**config.mk**
```make
export PLATFORM = sky130hd
export DESIGN_NAME = tlg_ctrl
export DESIGN_NICKNAME = d
export VERILOG_FILES = /design/src/sv/tlg_pkg.sv /design/src/sv/tlg_ctrl.sv
export SDC_FILE = /design/constraint.sdc
export NUM_CORES = 1
export LEC_CHECK = 0
export BUFFER_PORTS_ARGS = -buffer_cell sky130_fd_sc_hd__clkbuf_2
export CORE_AREA = 2 2 39 41
export CTS_CLUSTER_SIZE = 40
export DETAILED_ROUTE_END_ITERATION = 10
export DIE_AREA = 0 0 41 43
export GPL_TIMING_DRIVEN = 0
export MAX_ROUTING_LAYER = met4
export REMOVE_ABC_BUFFERS = 1
export SLEW_MARGIN = 20
export SYNTH_ARGS = -nofsm -noshare
export SYNTH_HDL_FRONTEND = slang
export SYNTH_SLANG_ARGS = --single-unit
```
**constraint.sdc**
```tcl
create_clock -name clk_i -period 2.2 [get_ports clk_i]
set_clock_uncertainty 0.05 [all_clocks]
set_input_delay 0.44 -clock clk_i [delete_from_list [all_inputs] [get_ports clk_i]]
set_output_delay 0.44 -clock clk_i [all_outputs]
set_load 0.02 [all_outputs]
```
**src/sv/tlg_pkg.sv**
```systemverilog
// ----------------------------------------------------------------------------
// tlg_pkg
// Shared types, constants and the next-generation row function of the
// toroidal life generation engine.
// ----------------------------------------------------------------------------
package tlg_pkg;

  // Grid shape
  localparam int GRID_ROWS = 64;
  localparam int GRID_COLS = 64;
  localparam int ROW_W     = $clog2(GRID_ROWS);
  localparam int COL_W     = $clog2(GRID_COLS);
  // Sweep counter covers GRID_ROWS + 2 row reads
  localparam int CNT_W     = $clog2(GRID_ROWS + 2);

  // Rule B3/S23
  localparam logic [3:0] SURVIVE_LOW  = 4'd2;
  localparam logic [3:0] SURVIVE_HIGH = 4'd3;
  localparam logic [3:0] BIRTH_COUNT  = 4'd3;

  typedef logic [GRID_COLS-1:0] row_t;

  typedef enum logic [1:0] {
    OP_WRITE   = 2'd0,
    OP_TOGGLE  = 2'd1,
    OP_ADVANCE = 2'd2,
    OP_READ    = 2'd3
  } opcode_e;

  typedef enum logic [2:0] {
    S_IDLE,
    S_CELL_RD,
    S_CELL_WB,
    S_ADV_RD,
    S_ADV_DRAIN
  } state_e;

  // Controller to datapath commands
  typedef struct packed {
    logic load;         // capture the input word
    logic cell_read;    // read the addressed row
    logic cell_finish;  // update the addressed row and post the result
    logic adv_start;    // clear the sweep counter
    logic adv_read;     // issue the next sweep read
    logic adv_finish;   // swap banks and post the done mark
  } cmd_t;

  // Datapath to controller status
  typedef struct packed {
    logic adv_last;     // the sweep read issued now is the final one
  } sts_t;

  // Next generation of the middle row, columns wrapping around
  function automatic row_t life_row(row_t up, row_t mid, row_t dn);
    row_t       nxt;
    int         lc;
    int         rc;
    logic [3:0] n;
    for (int c = 0; c < GRID_COLS; c++) begin
      lc = (c == 0) ? GRID_COLS - 1 : c - 1;
      rc = (c == GRID_COLS - 1) ? 0 : c + 1;
      n  = 4'(up[lc]) + 4'(up[c]) + 4'(up[rc]) +
           4'(mid[lc]) + 4'(mid[rc]) +
           4'(dn[lc]) + 4'(dn[c]) + 4'(dn[rc]);
      nxt[c] = mid[c] ? (n == SURVIVE_LOW || n == SURVIVE_HIGH) : (n == BIRTH_COUNT);
    end
    return nxt;
  endfunction

endpackage

```
**src/sv/tlg_ctrl.sv**
```systemverilog
// ----------------------------------------------------------------------------
// tlg_ctrl
// Controller: sequences cell operations and the generation sweep.
// ----------------------------------------------------------------------------
module tlg_ctrl
  import tlg_pkg::*;
(
  input  logic       clk_i,
  input  logic       rst_ni,
  input  logic       start,
  input  logic [1:0] opcode_i,
  input  sts_t       sts_i,
  output logic       busy,
  output cmd_t       cmd_o
);

  state_e state_q;
  state_e state_d;

  // Hold state
  always_ff @(posedge clk_i or negedge rst_ni) begin
    if (!rst_ni) begin
      state_q <= S_IDLE;
    end else begin
      state_q <= state_d;
    end
  end

  // Next state and commands
  always_comb begin
    state_d = state_q;
    cmd_o   = '0;
    unique case (state_q)
      S_IDLE: begin
        if (start) begin
          cmd_o.load = 1'b1;
          if (opcode_e'(opcode_i) == OP_ADVANCE) begin
            cmd_o.adv_start = 1'b1;
            state_d         = S_ADV_RD;
          end else begin
            state_d = S_CELL_RD;
          end
        end
      end
      S_CELL_RD: begin
        cmd_o.cell_read = 1'b1;
        state_d         = S_CELL_WB;
      end
      S_CELL_WB: begin
        cmd_o.cell_finish = 1'b1;
        state_d           = S_IDLE;
      end
      S_ADV_RD: begin
        cmd_o.adv_read = 1'b1;
        if (sts_i.adv_last) begin
          state_d = S_ADV_DRAIN;
        end
      end
      S_ADV_DRAIN: begin
        cmd_o.adv_finish = 1'b1;
        state_d          = S_IDLE;
      end
      default: begin
        state_d = S_IDLE;
      end
    endcase
  end

  assign busy = (state_q != S_IDLE);

endmodule

```
# == Word level (Yosys, flattened, before mapping) ==
# Index checks and enable logic that the tools add are counted.
# op_classes
n_eq_ne,7
muxes,13
reduce_logical,3
# ops
op,count
two-way mux 1 bit,9
one-hot mux 3 bit (3 select lines),1
== test 3 x 2 -> 1 bit (second input constant),2
two-way mux 3 bit,2
inequality test 2 bit (second input constant),2
== test 3 x 1 -> 1 bit (second input constant),1
== test 3 bit (second input constant),1
logical NOT 3 bit,1
nonzero test 3 bit,1
== test 2 bit (second input constant),1
two-way mux 2 bit,1
AND reduction 2 bit,1
# totals
reg_bits,3
out_inout_bits,7

# == Longest topological paths before layout ==
# depth
depth_word,4
depth_mapped,3
depth_no_buf,3

# == Least setup slack after synthesis ==
# Ideal clock, no wire load.
# synth_timing
path_type,reg-to-output
from,register state_q[1]
to,output port cmd_o[2] (netlist bit)
t_arrival_ns,1.090
required_ns,1.710
path_slack_ns,0.620
path_stages_with_launch,4
path_cell_list,dfrtp_1 -> nor3_2 -> inv_1 -> nor2_1
# synth_rtl
element,line,rtl
start: declaration,tlg_ctrl.sv:17,state_e state_q;
start signal: assignment,tlg_ctrl.sv:25,state_q <= state_d;
end: declaration,tlg_ctrl.sv:14,output cmd_t cmd_o

==> reports/qor.txt <==
Worst path max stage delay = 0.43 ns
Period utilization = 80.23%
Grt met1 use = 9.355%
Worst Tran Pin Value = 0.2375 ns
Grt met2 use = 9.375%
Initial core utilization = 13.02%
Final non-filler cell area = 289.0 um2
Fill count = 156
Detail Route Antenna Nets = 0
Fin nets = 42
Pre-antenna DRT Iters = 2
Buf/Inv on CP = 2
TNS Setup = 0 ns
Worst Path Max Fanout = 6
Skew-Pair Late Insertion Delay = 0.23 ns
Static Leak = 0.1537 nW
Critical Path RT = 1.71 ns
Diodes inserted = 0
Register area = 75.07 um2
Core area = 0.001384 mm2
CP Class = reg -> out
Routed WL per cell = 8.863 um
DR vias = 193
Die height = 43 um
CP cell instances = nor3_2 -> inv_1 -> nor2_1 -> clkbuf_2
Total GRT Usage = 8.239%
Share of layout cells above drive strength 1 = 45.71%
Root Driver = clkbuf_4
Crit path DAT = 1.28 ns
Biggest regs = state_q: 3 flops
Netlist cell types = 13
Buffers added on ports = 12
CP Capture Type = output port
Final Setup Violations = 0
Initial antenna violation count = 0
Slew margin rel. = 84.17%
Min Hold Slack = 0.3983 ns
Placed cell areas = 252.7 um2
Seq/Total Area, Yosys = 41.67%
Peak Freq = 566.6 MHz
# hold bufs at CTS = 1
First-pass GRT wire length = 848 um
Post-CTS setup buffers = 0
Post-CTS resize count = 0
Post-Route WL = 452 um
Post-Syn Instances = 19
Status = finished clean
Final hold vios = 0
Pwr per Cell Area = 1376 mW/mm2
Post-Synth XOR/XNOR Area = 0%
Cell row count = 14
Vias in the first global route = 217
Synthesized flop and latch total = 3
Max-slew violations = 0
Post-layout min period = 1.765 ns
Crit path launch type = flop
Max stage delay cell, worst path = dfrtp_1
Ports = 13
Mux cell area share after synthesis = 0%
Synth warn = 0
CTS max path bufs = 2
Busiest grt layer = met4
Avg Cell Area, Syn = 9.483 um2
Hold Crit Class = in -> reg
Mapped Area = 180.2 um2
Met3 Usage GRT = 1.571%
Maxcap violations = 0
Placer congestion estimate = 0.7715
Number of flip-flops in the largest register = 3
Cells after DPL = 46
# DRC = 0
Synth Area in Simple Gates = 38.19%
DR vias/cell = 3.784
Fin cells = 51
Largest Register = state_q
Total gr overflow = 0
Area grow syn2layout = 60.42%
Largest net degree at the start of global routing = 7
CTS tree = done
Top delay family on crit path = flip-flops
Area of the multi-input gates = 86.33 um2
Post-Synth Adder-Cell Area = 0%
Die ar. = 0.001763 mm2
Detailed router's first-iteration violation count = 2
Peak supply drop = 0.2714 mV
Die X-Extent = 41 um
Clock sink count = 3
Clock slew at reported path FFs = 0.04 ns
Largest family of logic cells by synthesized area = simple AND/OR/NAND/NOR gates
HPWL Detailed = 345.2 um
Synth Area in Compound Gates = 9.722%
H-tree depth = 1
Inserted Clock Buffers = 3
RSZ-0062 raised after global routing = false
[cell families (layout without fill, tap and decap cells)]
group	after synthesis	after routing
AOI/OAI and AO/OA	2	2
buffers and inverters	4	20
DFF	3	3
and+or+nand+nor	10	10
[synth_stat cells]
master	number	share of area, %
a22o_1	1	4.9
nand2b_1	1	3.5
nor2_1	1	2.1
and3b_1	1	4.9
nor3b_1	2	8.3
nand3b_1	1	4.2
dfrtp_1	3	42
nor3_1	1	2.8
nor3_2	1	5.6
and2_1	2	6.9
a221oi_1	1	4.9
inv_1	3	6.2
buf_4	1	4.2
[metal layers]
layer | vias up | wire, um
li1 | 97 | -
met1 | 83 | 203
met2 | 11 | 198
met3 | 2 | 33
met4 | 0 | 17
met5 | - | 0
[worst reg2reg max path, stage by stage, from the launching register on]
cell	delay, ns
dfrtp_1	0.44
and3b_1	0.23
a22o_1	0.19
[per-stage QoR]
step / power [W] / util [%] / setup slack [ns]
after detailed placement: 0.0003007 / 18.26 / 0.6709
after CTS: 0.0004062 / 20.89 / 0.4074
after global placement: 0.0002972 / 18.26 / 0.6913
after global routing: 0.0004362 / 20.89 / 0.3201
final: 0.0003978 / 20.89 / 0.4350
after floorplan: 0.0002335 / - / 0.6204
[worst paths after layout]
check / to / slack, ns / depth (start not counted) / start
worst max-delay path: cmd_o[2] / 0.43 / 4 / state_q[1]$_DFFE_PN0P_
worst min register to register: state_q[1]$_DFFE_PN0P_ / 0.52 / 1 / state_q[2]$_DFFE_PN0P_
max in group asynchronous: state_q[0]$_DFFE_PN0P_ / 1.51 / 2 / rst_ni
min in group asynchronous: state_q[1]$_DFFE_PN0P_ / 0.48 / 2 / rst_ni
worst min-delay path: state_q[2]$_DFFE_PN0P_ / 0.40 / 2 / sts_i
worst max register to register: state_q[0]$_DFFE_PN0P_ / 1.17 / 2 / state_q[2]$_DFFE_PN0P_
[final cells by class]
cell class | count | share of cell area (%)
well taps | 16 | 6.926
inverters | 3 | 3.896
multi-input cells | 12 | 29.87
clock buffers | 4 | 9.091
flip-flops and latches | 3 | 25.97
repair buffers | 13 | 24.24
[layout by cell type, fill, tap and decap left out]
cell type and instances:
clkbuf_4 3, a221oi_1 1, nor3_1 1, dfrtp_1 3, nand2b_1 1, nor2_1 1, nand3b_1 1, and2_1 2
dlygate4sd3_1 1, a22o_1 1, clkbuf_2 12, nor3_2 1, and3b_1 1, nor3b_1 2, inv_1 3, clkbuf_1 1
[power breakdown]
part           total [W]  switching [W]  internal [W]
logic           0.000191       0.000114     0.0000767
clock network  0.0000983      0.0000302     0.0000681
registers       0.000109      0.0000336     0.0000751
No activity file was read; power rests on OpenSTA's default activity.
